File: src/rtl/rcb_pkg.sv
// Package for the ROI crop and pixel binning block.
// Holds the field widths, register indexes, reset values and shared types.
// No dependencies; every other file refers to it by scoped names.
package rcb_pkg;

  localparam int PIX_W    = 16;
  localparam int SUM_W    = 24;
  localparam int COORD_W  = 12;
  localparam int DIM_W    = 13;
  localparam int BIN_W    = 5;
  localparam int REM_W    = 4;
  localparam int REG_W    = 13;
  localparam int IDX_W    = 3;
  localparam int DIV_W    = 17;
  localparam int XS_W     = DIV_W + 2;

  localparam int MAX_BIN           = 16;
  localparam int MAX_FRAME_DIM     = 4096;
  localparam int MAX_OUT_WIDTH_DEF = 1024;

  localparam int QUEUE_DEPTH = 32;
  localparam int QA_W        = 5;
  localparam int QL_W        = 6;

  localparam logic [IDX_W-1:0] REG_FRAME_WIDTH  = 3'd0;
  localparam logic [IDX_W-1:0] REG_FRAME_HEIGHT = 3'd1;
  localparam logic [IDX_W-1:0] REG_CENTER_X     = 3'd2;
  localparam logic [IDX_W-1:0] REG_CENTER_Y     = 3'd3;
  localparam logic [IDX_W-1:0] REG_BIN_X        = 3'd4;
  localparam logic [IDX_W-1:0] REG_BIN_Y        = 3'd5;
  localparam logic [IDX_W-1:0] REG_OUT_WIDTH    = 3'd6;
  localparam logic [IDX_W-1:0] REG_OUT_HEIGHT   = 3'd7;

  localparam logic [DIM_W-1:0]   RST_FRAME_DIM = 13'd512;
  localparam logic [COORD_W-1:0] RST_CENTER    = 12'd256;
  localparam logic [BIN_W-1:0]   RST_BIN       = 5'd1;
  localparam logic [DIM_W-1:0]   RST_OUT_DIM   = 13'd512;

  typedef struct packed {
    logic [DIM_W-1:0]   fw;
    logic [DIM_W-1:0]   fh;
    logic [COORD_W-1:0] cx;
    logic [COORD_W-1:0] cy;
    logic [BIN_W-1:0]   bx;
    logic [BIN_W-1:0]   by;
    logic [DIM_W-1:0]   ow;
    logic [DIM_W-1:0]   oh;
  } rcb_cfg_t;

  typedef struct packed {
    logic               pass;
    logic               acc;
    logic               tail;
    logic               last;
    logic               fresh;
    logic               clear;
    logic               fd;
    logic [PIX_W-1:0]   px;
    logic [COORD_W-1:0] col;
    logic [COORD_W-1:0] row;
  } rcb_item_t;

  function automatic logic [DIM_W-1:0] clamp_dim(logic [DIM_W-1:0] v, logic [DIM_W-1:0] hi);
    logic [DIM_W-1:0] res;
    res = v;
    if (v == '0) begin
      res = DIM_W'(1);
    end else if (v > hi) begin
      res = hi;
    end
    return res;
  endfunction

endpackage

File: src/rtl/rcb_fifo.sv
// Queue between the front and back ends of the ROI crop and pixel binning block.
// First-word-fall-through register queue of classified items; depends on rcb_pkg.
module rcb_fifo (
  input  logic                      clk,
  input  logic                      rst_n,
  input  logic                      push,
  input  rcb_pkg::rcb_item_t        din,
  input  logic                      pop,
  output rcb_pkg::rcb_item_t        dout,
  output logic [rcb_pkg::QL_W-1:0]  level
);

  rcb_pkg::rcb_item_t          mem_r [rcb_pkg::QUEUE_DEPTH];
  logic [rcb_pkg::QA_W-1:0]    wr_ptr_r, rd_ptr_r;
  logic [rcb_pkg::QL_W-1:0]    level_r, level_nxt;

  always_comb begin
    level_nxt = level_r;
    unique case ({push, pop})
      2'b10:   level_nxt = level_r + rcb_pkg::QL_W'(1);
      2'b01:   level_nxt = level_r - rcb_pkg::QL_W'(1);
      default: level_nxt = level_r;
    endcase
  end

  always_ff @(posedge clk) begin
    if (!rst_n) begin
      wr_ptr_r <= '0;
      rd_ptr_r <= '0;
      level_r  <= '0;
    end else begin
      if (push) begin
        wr_ptr_r <= wr_ptr_r + rcb_pkg::QA_W'(1);
      end
      if (pop) begin
        rd_ptr_r <= rd_ptr_r + rcb_pkg::QA_W'(1);
      end
      level_r <= level_nxt;
    end
  end

  always_ff @(posedge clk) begin
    if (push) begin
      mem_r[wr_ptr_r] <= din;
    end
  end

  assign dout  = mem_r[rd_ptr_r];
  assign level = level_r;

endmodule

File: config.mk
export PLATFORM = sky130hd
export DESIGN_NAME = rcb_fifo
export DESIGN_NICKNAME = d
export VERILOG_FILES = /design/src/rtl/rcb_pkg.sv /design/src/rtl/rcb_fifo.sv
export SDC_FILE = /design/constraint.sdc
export NUM_CORES = 1
export LEC_CHECK = 0
export BUFFER_PORTS_ARGS = -buffer_cell sky130_fd_sc_hd__clkbuf_2
export CORE_ASPECT_RATIO = 0.7
export CORE_UTILIZATION = 38
export CTS_CLUSTER_DIAMETER = 30
export DETAILED_ROUTE_END_ITERATION = 8
export MAX_ROUTING_LAYER = met4
export RECOVER_POWER = 50
export SLEW_MARGIN = 5
export SYNTH_ARGS = -nofsm -noshare
export SYNTH_HDL_FRONTEND = slang
export SYNTH_SLANG_ARGS = --single-unit
File: constraint.sdc
create_clock -name clk -period 3.7 [get_ports clk]
set_clock_uncertainty 0.1 [all_clocks]
set_input_delay 0 -clock clk [delete_from_list [all_inputs] [get_ports clk]]
set_output_delay 0 -clock clk [all_outputs]
set_load 0.02 [all_outputs]
==> metrics.txt, run 1 <==
status finished, violations left; violated checks max-capacitance violations, max-slew violations; first-pass iteration count of the detailed router 6; CP max FO 32; CP Class flop to primary output; worst hold stages 4; Final Core Density 0.462; FMAX 283 MHz; cells after synthesis 2,915; layout cell share with drive strength beyond 1 0.308; Synth area leader edfxtp_1; CP peak stage delay 0.69 ns; Die Wd 471 µm; CTS Buffer Depth 3; gr usage total 0.204; initial antenna violation count 4; Synth cell types 43; Synth Register Bits 1,525; CTS tree yes; pin count of the biggest net entering global routing 76; Worst IR Drop VDD 516 µV; Final setup violation count 0; Max Cap Viol 1; Die Y 330 µm; Synth warnings 0; Register-to-Register Path Depth 3; Worst Setup End Kind primary output; vias in the first global route 30,136; critical path launch point type flop; Async S/R FF share, synth 0; # DRC 0; top cells by area, synth edfxtp_1 77%, mux4_2 7.2%, mux2_2 5.4%; Post-synth EDFFs 1,504; Syn Area/Cell 20.1 µm²; Worst-Skew Late Latency 0.82 ns; first-pass GRT wire length 221 mm; Final Slew Violations 33; starting density of the core 0.383; Sink Count 1,525; remaining global-route overflow 0; Max H-tree Level 4; TritonCTS Buffers 211; Slew HR -0.0133; Avg Vias per Cell 5.60; Least-Margin Pin Slew 1.52 ns; cell row count 120; Die ar. 156,000 µm²; area delta synth->final 20.5%; initial drt markers 3,710; fin crit period 3.53 ns; post-detailed-route wirelength per cell 28.4 µm; TNS Setup 0 ns; commonest cells in the netlist 1,504 x edfxtp_1, 282 x mux2_2, 188 x mux4_2; # port buffers 103; via count 30,538; Routed Antenna Nets 0; ys flop type edfxtp_1; Post-DP HPWL 80.5 mm; Placed Cells 4,992; Mapped Area 58,500 µm²; Crit path required time 3.60 ns; Syn Nets 2,974; min-delay worst type input pin to flop; core area 153,000 µm²; final wirelength 155 mm; crit-path cells buf_16, buf_12, mux4_2, a22o_1, or4_1, clkbuf_2; LEAKAGE 22.2 nW; period utilization 0.955; top cell type's share of synthesized area 0.772; Seq/Total Area, Yosys 0.779; slowest CP cell or4_1; Post-DP Area 62,600 µm²; I/O pins 104; clock-pin transition on the worst setup and hold timing paths 0.05 ns; GP Congestion 0.752; P per Cell Area 600 nW/µm²; number of nets in the finished design 3,316; final instance area 70,600 µm²; final hold violation count 0; RSZ-0062 raised after global routing no; Cell Count, Final, Fillers Out 5,452; clock root buffer clkbuf_16; arrival time worst endpoint 3.43 ns; most common cell in the netlist edfxtp_1
==> placed cells by master, fill, tap and decap left out, types with 7 or more instances in the layout <==
cell type	n
clkinv_1	16
buf_4	97
xor2_1	9
nand2_1	13
dlygate4sd3_1	55
clkinv_4	18
clkinvlp_4	24
clkbuf_2	48
mux2_2	282
mux4_2	188
clkinv_2	29
nor2_1	19
a22o_1	94
bufinv_16	28
ha_1	8
or4_1	47
clkbuf_1	78
nor2b_1	94
inv_1	7
inv_6	26
clkbuf_16	215
o22ai_1	94
nor2_4	31
nor3_1	94
a211oi_1	94
edfxtp_1	1504
buf_12	37
dfxtp_1	19
o21ai_0	96
==> per-stage QoR <==
step / worst slack [ns] / hold WS [ns] / power [mW]
6_report: 0.167 / 0.113 / 42.3
2_1_floorplan: 0.115 / -0.00113 / 21.0
5_1_grt: 0.0678 / 0.156 / 43.6
3_5_place_dp: 0.774 / 0.316 / 21.9
3_3_place_gp: 0.762 / 0.306 / 21.9
4_1_cts: 0.000966 / 0.00354 / 42.6
==> critical path: cells and delay by family, from the launching register on <==
kind	cells	cell delay, ns
compound gates	1	0.23
flops	1	0.66
buf+inv	3	0.68
mux	1	0.32
simple gates	1	0.69
==> per-layer routing <==
metal  share of wire  track usage
met1            0.46        0.300
met2            0.45        0.295
met3           0.076       0.0329
met4           0.017       0.0522
met5               0            -
==> sequential cells by signal, indices dropped and copies added, names as in the netlist, named ones only <==
name	count
level	6
rd_ptr_r	5
wr_ptr_r	5
mem_r	1504
==> repair_timing <==
action                                  4_1_cts  5_1_grt
endpoints found under the hold margin      1525        0
hold buffers                                 55        0
gates cloned                                  0        2
setup buffers                                 2        6
pin swaps                                     1        0
resized for setup                             2        0
endpoints found under the setup margin       36       21
==> cells by family (layout without fill, tap and decap cells) <==
kind of cell             count (synthesis)  in the layout  synth area share
buffers and inverters                  179            701            0.0131
multiplexers                           476            476             0.128
AND/OR/NAND/NOR                        328            328            0.0316
XOR/XNOR                                11             11           0.00165
adder cells (fa/ha/maj)                  8              8           0.00171
AO/OA/AOI/OAI                          388            388            0.0456
flip-flops                            1525           1525             0.779
other                                    0              2                 0
==> power breakdown <==
group / internal (mW) / total, mW / switching, mW
clock network: 12.7 / 20.7 / 7.94
logic: 1.02 / 2.47 / 1.45
registers: 19.1 / 19.2 / 0.0602
total: 32.9 / 42.3 / 9.45
==> final timing paths <==
check / end / slack, ns / from
max: dout[36] / 0.17 / flop
max reg2reg: mem_r[5][7] / 0.59 / wr_ptr_r[2]
min reg2reg: level[5] / 0.37 / level[5]
min: flop / 0.11 / pop
==> layout make-up <==
class	count	area (µm²)
sequential	1525	45600
fill	12740	82300
multi-input combinational	1211	12500
clock buffer	237	5460
clock inverter	156	1860
inverter	7	26.3
tap	2013	2520
timing repair buffer	301	2640
antenna	2	5.00
(Power assumes the default switching activity.)
==> run 2: changes to the inputs <==
--- a/config.mk
+++ b/config.mk
@@ -5,7 +5,7 @@
 export SDC_FILE = /design/constraint.sdc
 export NUM_CORES = 1
 export LEC_CHECK = 0
-export BUFFER_PORTS_ARGS = -buffer_cell sky130_fd_sc_hd__clkbuf_2
+export BUFFER_PORTS_ARGS = -buffer_cell sky130_fd_sc_hd__buf_2
 export CORE_ASPECT_RATIO = 0.7
 export CORE_UTILIZATION = 38
 export CTS_CLUSTER_DIAMETER = 30
==> run 2 against run 1 <==
Against the previous run:
- the run now ends clean
- non-clock buffer count decreased by 14
- worst hold slack got worse by 0.065 ns
- wire length increased by 1.1%
- via count about the same
- count of clock-buffer cells in the layout decreased by 10
- sequential share of layout area increased by 0.29 points
- critical path type unchanged
- flip-flop and latch count unchanged
- sequential power about the same
==> metrics.txt, run 2 (same netlist as run 1, synthesis figures left out) <==
initial drt markers 3,494; Die Wd 471 µm; Register-to-Register Path Depth 5; RSZ-0062 raised after global routing yes; starting density of the core 0.383; Max Cap Viol 0; Slew HR 0.0326; critical path launch point type flop; gr usage total 0.207; crit-path cells buf_16, buf_6, mux2_2, o22ai_1, nor3_1, or4_1, buf_2; worst reg-to-reg setup slack 0.90 ns; remaining global-route overflow 0; clock root buffer clkbuf_16; number of nets in the finished design 3,303; status complete, no violations; slowest CP cell dfxtp_4; max FFs per register 1,504; Worst Setup End Kind primary output; hold path start rst_n; Final setup violation count 0; # port buffers 103; # DRC 0; clock-pin transition on the worst setup and hold timing paths 0.05 ns; Die ar. 156,000 µm²; cell row count 120; final instance area 70,200 µm²; min-delay worst type input pin to flop; LEAKAGE 22.0 nW; vias in the first global route 29,920; Placed Cells 4,989; Top reg by flops mem_r; commonest non-fill, non-tap cell in the layout edfxtp_1; Max H-tree Level 4; worst hold stages 4; Die Y 330 µm; CP Class flop to primary output; Sink Count 1,525; Post-DP Area 62,500 µm²; Cell Count, Final, Fillers Out 5,447; CP peak stage delay 0.66 ns; first-pass iteration count of the detailed router 5; FMAX 279 MHz; final wirelength 156 mm; final hold violation count 0; Routed Antenna Nets 0; CP max FO 73; Final Slew Violations 0; pin count of the biggest net entering global routing 84; CTS Buffer Depth 3; P per Cell Area 596 nW/µm²; Post-DP HPWL 82.1 mm; initial antenna violation count 8; Least-Margin Pin Slew 1.45 ns; area delta synth->final 20.0%; Avg Vias per Cell 5.61; most frequent cells in the layout 1,504 x edfxtp_1, 282 x mux2_2, 213 x clkbuf_16, 188 x mux4_2, 97 x buf_4; TNS Setup 0 ns; RR Startpoint wr_ptr_r[0]; GP Congestion 0.751; arrival time worst endpoint 3.48 ns; worst setup path endpoint dout[24]; layout cell share with drive strength beyond 1 0.308; I/O pins 104; first-pass GRT wire length 221 mm; TritonCTS Buffers 212; fin crit period 3.58 ns; r2r endpoint mem_r[12][33]; post-detailed-route wirelength per cell 28.7 µm; via count 30,542; Crit path required time 3.60 ns; Worst-Skew Late Latency 0.80 ns; Worst IR Drop VDD 477 µV; core area 153,000 µm²; period utilization 0.968; CTS tree yes; pre-CTS WS 0.715 ns; final worst slack 0.117 ns
## run 2: routing by layer
| layer | wire length (µm) | GRT usage | up-vias |
|---|---|---|---|
| li1 | - | - | 12817 |
| met1 | 70900 | 0.304 | 16129 |
| met2 | 68600 | 0.293 | 1378 |
| met3 | 13700 | 0.0416 | 218 |
| met4 | 3220 | 0.0574 | 0 |
| met5 | 0 | - | - |
## run 2: worst min-delay path by stage
stage / endpoint / slack [ns]
3_5_place_dp: wr_ptr_r[4] / 0.27
2_1_floorplan: mem_r[0][0] / -0.001
6_report: level[4] / 0.05
3_3_place_gp: wr_ptr_r[4] / 0.26
4_1_cts: level[5] / 0.007
5_1_grt: level[3] / 0.05
## run 2: worst max-delay path: cells and delay by family, from the launching register on
| kind | cells | cell delay, ns |
|---|---|---|
| flip-flops | 1 | 0.66 |
| multiplexers | 1 | 0.33 |
| AO/OA/AOI/OAI | 1 | 0.17 |
| AND/OR/NAND/NOR | 2 | 0.66 |
| buffers and inverters | 3 | 0.76 |
## run 2: report_power, final
part	internal (mW)	switching [mW]	leakage, nW	total [mW]
Clock	12.3	7.94	3.46	20.2
Sequential	19.1	0.0674	13.7	19.2
Combinational	0.997	1.41	4.83	2.41
Total	32.4	9.42	22.0	41.8
## run 2: stage by stage
stage	total power [mW]	util	hold WS, ns
2_1_floorplan	21.0	-	-0.00113
3_3_place_gp	21.9	0.409	0.264
3_5_place_dp	21.9	0.409	0.271
4_1_cts	42.1	0.460	0.00674
5_1_grt	43.1	0.460	0.0534
6_report	41.8	0.460	0.0485
## run 2: final cells by class
class	count	area, µm²
Antenna cell	8	20.0
Inverter	7	26.3
Multi-Input combinational cell	1211	12500
Fill cell	12813	82600
Clock buffer	227	5380
Tap cell	2013	2520
Timing Repair Buffer	287	2400
Clock inverter	169	1810
Sequential cell	1525	45600
## run 2: repair_timing
item,4_1_cts,5_1_grt
pin swaps,0,1
gates cloned,0,0
hold buffers,52,0
resized for setup,0,10
buffers inserted,2,0
setup endpoints to repair,20,8
endpoints found under the hold margin,1525,0
