### config.mk
export PLATFORM = sky130hd
export DESIGN_NAME = rcb_front
export DESIGN_NICKNAME = d
export VERILOG_FILES = /design/src/rtl/rcb_pkg.sv /design/src/rtl/rcb_div.sv /design/src/rtl/rcb_front.sv
export SDC_FILE = /design/constraint.sdc
export NUM_CORES = 2
export LEC_CHECK = 0
export BUFFER_PORTS_ARGS = -buffer_cell sky130_fd_sc_hd__buf_2
export CORE_ASPECT_RATIO = 1.25
export CORE_MARGIN = 2
export CORE_UTILIZATION = 60
export DETAILED_ROUTE_END_ITERATION = 10
export GPL_TIMING_DRIVEN = 0
export PLACE_DENSITY = 0.82
export SLEW_MARGIN = 20
export SYNTH_ARGS = -nofsm -noshare
export SYNTH_HDL_FRONTEND = slang
export SYNTH_SLANG_ARGS = --single-unit
### constraint.sdc
create_clock -name clk -period 4.65 [get_ports clk]
set_input_delay 0.465 -clock clk [delete_from_list [all_inputs] [get_ports clk]]
set_output_delay 0.465 -clock clk [all_outputs]
set_load 0.1 [all_outputs]
### src/rtl/rcb_pkg.sv
// Package for the ROI crop and pixel binning block.
// Holds the field widths, register indexes, reset values and shared types.
// No dependencies; every other file refers to it by scoped names.
package rcb_pkg;

  localparam int PIX_W    = 16;
  localparam int SUM_W    = 24;
  localparam int COORD_W  = 12;
  localparam int DIM_W    = 13;
  localparam int BIN_W    = 5;
  localparam int REM_W    = 4;
  localparam int REG_W    = 13;
  localparam int IDX_W    = 3;
  localparam int DIV_W    = 17;
  localparam int XS_W     = DIV_W + 2;

  localparam int MAX_BIN           = 16;
  localparam int MAX_FRAME_DIM     = 4096;
  localparam int MAX_OUT_WIDTH_DEF = 1024;

  localparam int QUEUE_DEPTH = 32;
  localparam int QA_W        = 5;
  localparam int QL_W        = 6;

  localparam logic [IDX_W-1:0] REG_FRAME_WIDTH  = 3'd0;
  localparam logic [IDX_W-1:0] REG_FRAME_HEIGHT = 3'd1;
  localparam logic [IDX_W-1:0] REG_CENTER_X     = 3'd2;
  localparam logic [IDX_W-1:0] REG_CENTER_Y     = 3'd3;
  localparam logic [IDX_W-1:0] REG_BIN_X        = 3'd4;
  localparam logic [IDX_W-1:0] REG_BIN_Y        = 3'd5;
  localparam logic [IDX_W-1:0] REG_OUT_WIDTH    = 3'd6;
  localparam logic [IDX_W-1:0] REG_OUT_HEIGHT   = 3'd7;

  localparam logic [DIM_W-1:0]   RST_FRAME_DIM = 13'd512;
  localparam logic [COORD_W-1:0] RST_CENTER    = 12'd256;
  localparam logic [BIN_W-1:0]   RST_BIN       = 5'd1;
  localparam logic [DIM_W-1:0]   RST_OUT_DIM   = 13'd512;

  typedef struct packed {
    logic [DIM_W-1:0]   fw;
    logic [DIM_W-1:0]   fh;
    logic [COORD_W-1:0] cx;
    logic [COORD_W-1:0] cy;
    logic [BIN_W-1:0]   bx;
    logic [BIN_W-1:0]   by;
    logic [DIM_W-1:0]   ow;
    logic [DIM_W-1:0]   oh;
  } rcb_cfg_t;

  typedef struct packed {
    logic               pass;
    logic               acc;
    logic               tail;
    logic               last;
    logic               fresh;
    logic               clear;
    logic               fd;
    logic [PIX_W-1:0]   px;
    logic [COORD_W-1:0] col;
    logic [COORD_W-1:0] row;
  } rcb_item_t;

  function automatic logic [DIM_W-1:0] clamp_dim(logic [DIM_W-1:0] v, logic [DIM_W-1:0] hi);
    logic [DIM_W-1:0] res;
    res = v;
    if (v == '0) begin
      res = DIM_W'(1);
    end else if (v > hi) begin
      res = hi;
    end
    return res;
  endfunction

endpackage

### src/rtl/rcb_div.sv
// Pipelined restoring divider for the ROI crop and pixel binning block.
// Retires one quotient bit per stage and carries the divisor along.
// Depends on rcb_pkg.
module rcb_div (
  input  logic                       clk,
  input  logic [rcb_pkg::DIV_W-1:0]  num_i,
  input  logic [rcb_pkg::BIN_W-1:0]  den_i,
  output logic [rcb_pkg::DIV_W-1:0]  quo_o,
  output logic [rcb_pkg::REM_W-1:0]  rem_o,
  output logic [rcb_pkg::BIN_W-1:0]  den_o
);

  logic [rcb_pkg::DIV_W-1:0] work_r   [rcb_pkg::DIV_W];
  logic [rcb_pkg::DIV_W-1:0] work_nxt [rcb_pkg::DIV_W];
  logic [rcb_pkg::REM_W-1:0] rem_r    [rcb_pkg::DIV_W];
  logic [rcb_pkg::REM_W-1:0] rem_nxt  [rcb_pkg::DIV_W];
  logic [rcb_pkg::BIN_W-1:0] den_r    [rcb_pkg::DIV_W];
  logic [rcb_pkg::BIN_W-1:0] den_nxt  [rcb_pkg::DIV_W];

  always_comb begin
    logic [rcb_pkg::DIV_W-1:0] w;
    logic [rcb_pkg::REM_W-1:0] rm;
    logic [rcb_pkg::BIN_W-1:0] d;
    logic [rcb_pkg::REM_W:0]   t;
    logic                      ge;
    for (int i = 0; i < rcb_pkg::DIV_W; i++) begin
      if (i == 0) begin
        w  = num_i;
        rm = '0;
        d  = den_i;
      end else begin
        w  = work_r[i-1];
        rm = rem_r[i-1];
        d  = den_r[i-1];
      end
      t  = {rm, w[rcb_pkg::DIV_W-1]};
      ge = ({1'b0, t} >= {1'b0, d});
      rem_nxt[i]  = ge ? rcb_pkg::REM_W'(t - d) : t[rcb_pkg::REM_W-1:0];
      work_nxt[i] = {w[rcb_pkg::DIV_W-2:0], ge};
      den_nxt[i]  = d;
    end
  end

  always_ff @(posedge clk) begin
    for (int i = 0; i < rcb_pkg::DIV_W; i++) begin
      work_r[i] <= work_nxt[i];
      rem_r[i]  <= rem_nxt[i];
      den_r[i]  <= den_nxt[i];
    end
  end

  assign quo_o = work_r[rcb_pkg::DIV_W-1];
  assign rem_o = rem_r[rcb_pkg::DIV_W-1];
  assign den_o = den_r[rcb_pkg::DIV_W-1];

endmodule

### src/rtl/rcb_front.sv
// Front end of the ROI crop and pixel binning block: pixel position counters,
// region test, and bin coordinates through two pipelined dividers.
// Depends on rcb_pkg and rcb_div.
module rcb_front (
  input  logic                       clk,
  input  logic                       rst_n,
  input  rcb_pkg::rcb_cfg_t          cfg,
  input  logic                       in_acc,
  input  logic [rcb_pkg::PIX_W-1:0]  in_pixel,
  output logic                       push_o,
  output rcb_pkg::rcb_item_t         item_o
);

  typedef struct packed {
    logic                        pass;
    logic                        fd;
    logic                        inreg;
    logic                        c0;
    logic                        r0;
    logic [rcb_pkg::PIX_W-1:0]   px;
    logic [rcb_pkg::COORD_W-1:0] c;
    logic [rcb_pkg::COORD_W-1:0] r;
  } rcb_side_t;

  logic [rcb_pkg::COORD_W-1:0] col_r, col_nxt;
  logic [rcb_pkg::COORD_W-1:0] row_r, row_nxt;
  logic                        col_end, row_end;

  logic [rcb_pkg::DIV_W-1:0]   spanx_r, spany_r;
  logic                        pass_r;

  logic                        s1_v_r;
  logic [rcb_pkg::PIX_W-1:0]   s1_px_r;
  logic [rcb_pkg::COORD_W-1:0] s1_c_r, s1_r_r;
  logic                        s1_fd_r;

  logic                        s2_v_r;
  rcb_side_t                   s2_side_r, s2_side_nxt;
  logic [rcb_pkg::DIV_W-1:0]   s2_dx_r, s2_dy_r;
  logic [rcb_pkg::BIN_W-1:0]   s2_bx_r, s2_by_r;

  logic [rcb_pkg::XS_W-1:0]    dxs, dys;
  logic                        inreg_x, inreg_y, fd_bin;

  logic                        sb_v_r    [rcb_pkg::DIV_W];
  rcb_side_t                   sb_side_r [rcb_pkg::DIV_W];

  logic [rcb_pkg::DIV_W-1:0]   qx, qy;
  logic [rcb_pkg::REM_W-1:0]   remx, remy;
  logic [rcb_pkg::BIN_W-1:0]   bxo, byo;
  rcb_side_t                   so;

  assign col_end = ({1'b0, col_r} + rcb_pkg::DIM_W'(1)) >= cfg.fw;
  assign row_end = ({1'b0, row_r} + rcb_pkg::DIM_W'(1)) >= cfg.fh;

  always_comb begin
    col_nxt = col_r;
    row_nxt = row_r;
    if (in_acc) begin
      if (col_end) begin
        col_nxt = '0;
        row_nxt = row_end ? '0 : row_r + rcb_pkg::COORD_W'(1);
      end else begin
        col_nxt = col_r + rcb_pkg::COORD_W'(1);
      end
    end
  end

  always_ff @(posedge clk) begin
    if (!rst_n) begin
      col_r  <= '0;
      row_r  <= '0;
      s1_v_r <= 1'b0;
      s2_v_r <= 1'b0;
    end else begin
      col_r  <= col_nxt;
      row_r  <= row_nxt;
      s1_v_r <= in_acc;
      s2_v_r <= s1_v_r;
    end
  end

  always_ff @(posedge clk) begin
    spanx_r <= rcb_pkg::DIV_W'(cfg.bx) * rcb_pkg::DIV_W'(cfg.ow);
    spany_r <= rcb_pkg::DIV_W'(cfg.by) * rcb_pkg::DIV_W'(cfg.oh);
    pass_r  <= (cfg.ow == cfg.fw) && (cfg.oh == cfg.fh);
    s1_px_r <= in_pixel;
    s1_c_r  <= col_r;
    s1_r_r  <= row_r;
    s1_fd_r <= col_end && row_end;
  end

  always_comb begin
    dxs = rcb_pkg::XS_W'(spanx_r >> 1) + rcb_pkg::XS_W'(s1_c_r) - rcb_pkg::XS_W'(cfg.cx);
    dys = rcb_pkg::XS_W'(spany_r >> 1) + rcb_pkg::XS_W'(s1_r_r) - rcb_pkg::XS_W'(cfg.cy);
    inreg_x = !dxs[rcb_pkg::XS_W-1] && (dxs[rcb_pkg::XS_W-2:0] < {1'b0, spanx_r});
    inreg_y = !dys[rcb_pkg::XS_W-1] && (dys[rcb_pkg::XS_W-2:0] < {1'b0, spany_r});
    fd_bin  = (dxs[rcb_pkg::DIV_W-1:0] >= spanx_r - rcb_pkg::DIV_W'(cfg.bx)) &&
              (dys[rcb_pkg::DIV_W-1:0] >= spany_r - rcb_pkg::DIV_W'(cfg.by));
    s2_side_nxt.pass  = pass_r;
    s2_side_nxt.fd    = pass_r ? s1_fd_r : fd_bin;
    s2_side_nxt.inreg = inreg_x && inreg_y;
    s2_side_nxt.c0    = (s1_c_r == '0);
    s2_side_nxt.r0    = (s1_r_r == '0);
    s2_side_nxt.px    = s1_px_r;
    s2_side_nxt.c     = s1_c_r;
    s2_side_nxt.r     = s1_r_r;
  end

  always_ff @(posedge clk) begin
    s2_side_r <= s2_side_nxt;
    s2_dx_r   <= dxs[rcb_pkg::DIV_W-1:0];
    s2_dy_r   <= dys[rcb_pkg::DIV_W-1:0];
    s2_bx_r   <= cfg.bx;
    s2_by_r   <= cfg.by;
  end

  rcb_div u_div_x (
    .clk   (clk),
    .num_i (s2_dx_r),
    .den_i (s2_bx_r),
    .quo_o (qx),
    .rem_o (remx),
    .den_o (bxo)
  );

  rcb_div u_div_y (
    .clk   (clk),
    .num_i (s2_dy_r),
    .den_i (s2_by_r),
    .quo_o (qy),
    .rem_o (remy),
    .den_o (byo)
  );

  always_ff @(posedge clk) begin
    if (!rst_n) begin
      for (int i = 0; i < rcb_pkg::DIV_W; i++) begin
        sb_v_r[i] <= 1'b0;
      end
    end else begin
      sb_v_r[0] <= s2_v_r;
      for (int i = 1; i < rcb_pkg::DIV_W; i++) begin
        sb_v_r[i] <= sb_v_r[i-1];
      end
    end
  end

  always_ff @(posedge clk) begin
    sb_side_r[0] <= s2_side_r;
    for (int i = 1; i < rcb_pkg::DIV_W; i++) begin
      sb_side_r[i] <= sb_side_r[i-1];
    end
  end

  assign so     = sb_side_r[rcb_pkg::DIV_W-1];
  assign push_o = sb_v_r[rcb_pkg::DIV_W-1];

  always_comb begin
    item_o.pass  = so.pass;
    item_o.acc   = so.inreg && !so.pass;
    item_o.tail  = ({1'b0, remx} == bxo - rcb_pkg::BIN_W'(1));
    item_o.last  = ({1'b0, remy} == byo - rcb_pkg::BIN_W'(1));
    item_o.fresh = (remy == '0) || so.r0;
    item_o.clear = (remx == '0) || so.c0;
    item_o.fd    = so.fd;
    item_o.px    = so.px;
    item_o.col   = so.pass ? so.c : qx[rcb_pkg::COORD_W-1:0];
    item_o.row   = so.pass ? so.r : qy[rcb_pkg::COORD_W-1:0];
  end

endmodule

==> run summary <==
Status = finished clean
Crit end category = register
Avg Cell Area, Syn = 12.7 um^2
Die Wd = 266 um
Final ANT Viol Nets = 0
Cell area after layout = 59300 um^2
IO Port Bufs = 151
Row Count = 120
Slowest-stage cell, CP = fa_1
Fmax = 0.223 GHz
Max IR drop VDD = 0.349 mV
DRC viols = 0
Worst r2r src = s1_r_r[2]
Syn Nets = 4653
Critical path arrival = 5.12 ns
Tmin final = 4.48 ns
Longest Clk Path Bufs = 3
Seq/Total Area, Yosys = 66.3%
Max Slew Vio Count = 0
Total number of vias = 27.7k
Fin. Hold Viols = 0
Clock sink count = 1707
DRT met1 WL = 32100 um
Clk Tree Root Cell = clkbuf_16
CTS tree = built
Clk_lat worst skew = 0.74 ns
Grt total ovfl = 0
Initial detailed-routing violation count = 1127
Routed WL = 85400 um
Final-report setup violation count = 0
Met3 Routed Length = 3120 um
Tcrit/Tclk final = 96.4%
Antenna violations before repair = 1
Min-Delay Path Depth = 4
Req. time, crit path = 5.28 ns
Worst-path cell chain = inv_1, fa_1, inv_1, ha_1, nor2b_1, o31a_1, o41ai_4, o31ai_4, o211ai_1, a21oi_1, nor2_1, xor2_2, ha_1, nor2b_1, o21ai_1, nand2_1, a41oi_2, a41oi_2, and2_1
Met2 wire len = 46100 um
CTS Buf Count = 146
Full die area = 88300 um^2
Clock slew at reported path FFs = 0.06 ns
Area grow syn2layout = 14.9%
CP delay by family, top = compound AO/OA/AOI/OAI gates
Overall power = 43100 uW
Hold EP = pass_r
Async set-reset flop share out of synthesis = 0%
Uppermost routed layer = met5
Mapped Area = 51600 um^2
Finished Core Util = 69.4%
FF-to-FF End = s2_side_r[43]
PD cells = 728 nW/um^2
GP Congestion = 0.898
Most common cell after layout, fill and taps aside = dfxtp_1
Placed inst area = 53700 um^2
Nets = 4982
Setup CP Type = reg2reg
IO Pins = 153
Worst reg2reg path depth = 19
LEAKAGE = 0.0272 uW
Worst reg-to-reg setup slack = 0.17 ns
Vias/cell = 4.94
Mapped Cells = 4071
Die H = 332 um
Bufs and invs on worst path = 2
Antenna cells = 0
Clk_skew = 0.0383 ns
Synth Flop Type = dfxtp_1
Largest net degree at the start of global routing = 17
GRT Overall Usage = 19.7%
CP max stage delay = 0.51 ns
Hold_sp = cfg[63]
Hold_ws = 0.0733 ns
Register bit total from synthesis = 1707
Netlist cell types = 66
Vias in the first global route = 29.1k
YS warnings = 0
Worst slew pin tran = 0.767 ns
Crit start category = register
Routed len/inst = 15.2 um
Fraction of layout cells with a size suffix above 1 = 11.6%
Post-synth EDFFs = 0
Core area = 85400 um^2
CP max FO = 4
Most frequent cells in the layout = dfxtp_1, inv_1, ha_1
Slew HR = 48.9%
Global-route wire length before repair = 139000 um
H-tree depth = 4
Post-detail-place hpwl = 55200 um
Pre-antenna DRT Iters = 5
Max Cap Violations = 0
Initial core utilization = 60.3%
Worst hold path class = in2reg
Setup TNS = 0 ns
-- layout make-up --
class | instances | area [um^2]
Buffer | 68 | 325
Tap cell | 1098 | 1370
Clock inverter | 65 | 972
Sequential cell | 1707 | 34200
Inverter | 442 | 1660
Clock buffer | 197 | 4090
Multi-Input combinational cell | 1854 | 15600
Timing Repair Buffer | 181 | 1050
Fill cell | 5634 | 26200
-- worst max path at each step --
stage               slack [ns]  startpoint             to  depth (start not counted)
floorplan                 0.38     cfg[28]    spany_r[15]                         15
global placement         -0.63     cfg[37]  s2_side_r[43]                         20
detailed placement       -0.60     cfg[37]  s2_side_r[43]                         20
CTS                     0.0008   s1_c_r[1]  s2_side_r[43]                         20
global route              -0.1   s1_c_r[1]  s2_side_r[42]                         21
finish                    0.17   s1_r_r[2]  s2_side_r[43]                         19
-- synth_stat cells, types with 4 or more instances --
library cell | count | area, um^2
dfxtp_1 | 1707 | 34200
inv_1 | 441 | 1660
ha_1 | 355 | 4440
nor2_1 | 191 | 717
a21oi_1 | 190 | 951
nand2_1 | 128 | 480
xnor2_1 | 124 | 1090
fa_1 | 122 | 2440
a21o_1 | 94 | 706
xor2_1 | 86 | 753
and2_1 | 82 | 513
o21ai_0 | 66 | 330
nor2b_1 | 62 | 388
clkbuf_1 | 50 | 188
a31o_2 | 40 | 350
nand2b_1 | 40 | 250
nand3_1 | 27 | 135
mux2_2 | 24 | 270
nor3_1 | 24 | 120
nor4_1 | 22 | 138
and3_1 | 20 | 125
buf_4 | 18 | 135
o21ai_1 | 16 | 80.1
nand4_1 | 14 | 87.6
a211oi_1 | 12 | 90.1
nand3b_1 | 11 | 82.6
o21a_1 | 11 | 82.6
o21bai_1 | 8 | 60.1
o31ai_1 | 8 | 60.1
a21boi_1 | 7 | 52.6
nor3b_1 | 6 | 45.0
a31oi_1 | 5 | 31.3
o41ai_1 | 5 | 43.8
a22o_1 | 4 | 35.0
a32oi_1 | 4 | 35.0
a41oi_1 | 4 | 35.0
-- metal layers --
| layer | vias to the layer above | GRT usage (%) |
|---|---|---|
| li1 | 13800 | - |
| met1 | 13100 | 20.2 |
| met2 | 577 | 37.6 |
| met3 | 263 | 3.57 |
| met4 | 2 | 10.3 |
| met5 | - | 0 |
-- through the flow --
| step | std cells | setup slack, ns |
|---|---|---|
| after detailed placement | 5320 | -0.596 |
| after global placement | 5320 | -0.633 |
| after CTS | 5608 | 0.000848 |
| after floorplan | 4071 | 0.379 |
| final | 5612 | 0.168 |
| after global routing | 5612 | -0.0964 |
-- what timing repair did --
| action | in CTS | in global routing |
|---|---|---|
| hold buffers | 26 | 0 |
| hold endpoints to repair | 26 | 0 |
| buffers inserted | 0 | 4 |
| endpoints found under the setup margin | 2 | 10 |
| pin swaps | 0 | 17 |
| gates resized for setup | 7 | 44 |
-- logic make-up after synthesis --
| kind of cell | share of synthesized area, % |
|---|---|
| AOI/OAI and AO/OA | 6.20 |
| DFF | 66.3 |
| adders and majority gates | 13.4 |
| muxes | 0.524 |
| xor gates and xnor gates | 3.57 |
| and+or+nand+nor | 6.21 |
| buffers and inverters | 3.84 |
-- state kept, by name (all words and copies together) (netlist names), 45 cells and up --
register        flops
sb_side_r         765
u_div_x.work_r    214
u_div_y.work_r    214
u_div_x.den_r      85
u_div_y.den_r      85
u_div_x.rem_r      68
u_div_y.rem_r      68
s2_side_r          45
-- power by group --
group / internal, uW / switching, uW
clock: 7070 / 5310
sequential: 17800 / 1110
combinational: 4790 / 7040
total: 29700 / 13500
-- worst reg2reg max path: stages, from the launching register on --
cell and delay (ns):
dfxtp_2 0.35, inv_1 0.12, fa_1 0.51, inv_1 0.04, ha_1 0.31, nor2b_1 0.16
o31a_1 0.33, o41ai_4 0.42, o31ai_4 0.15, o211ai_1 0.27, a21oi_1 0.11, nor2_1 0.20
xor2_2 0.22, ha_1 0.28, nor2b_1 0.13, o21ai_1 0.11, nand2_1 0.12, a41oi_2 0.28
a41oi_2 0.09, and2_1 0.17
No activity file was read; power rests on OpenSTA's default activity.
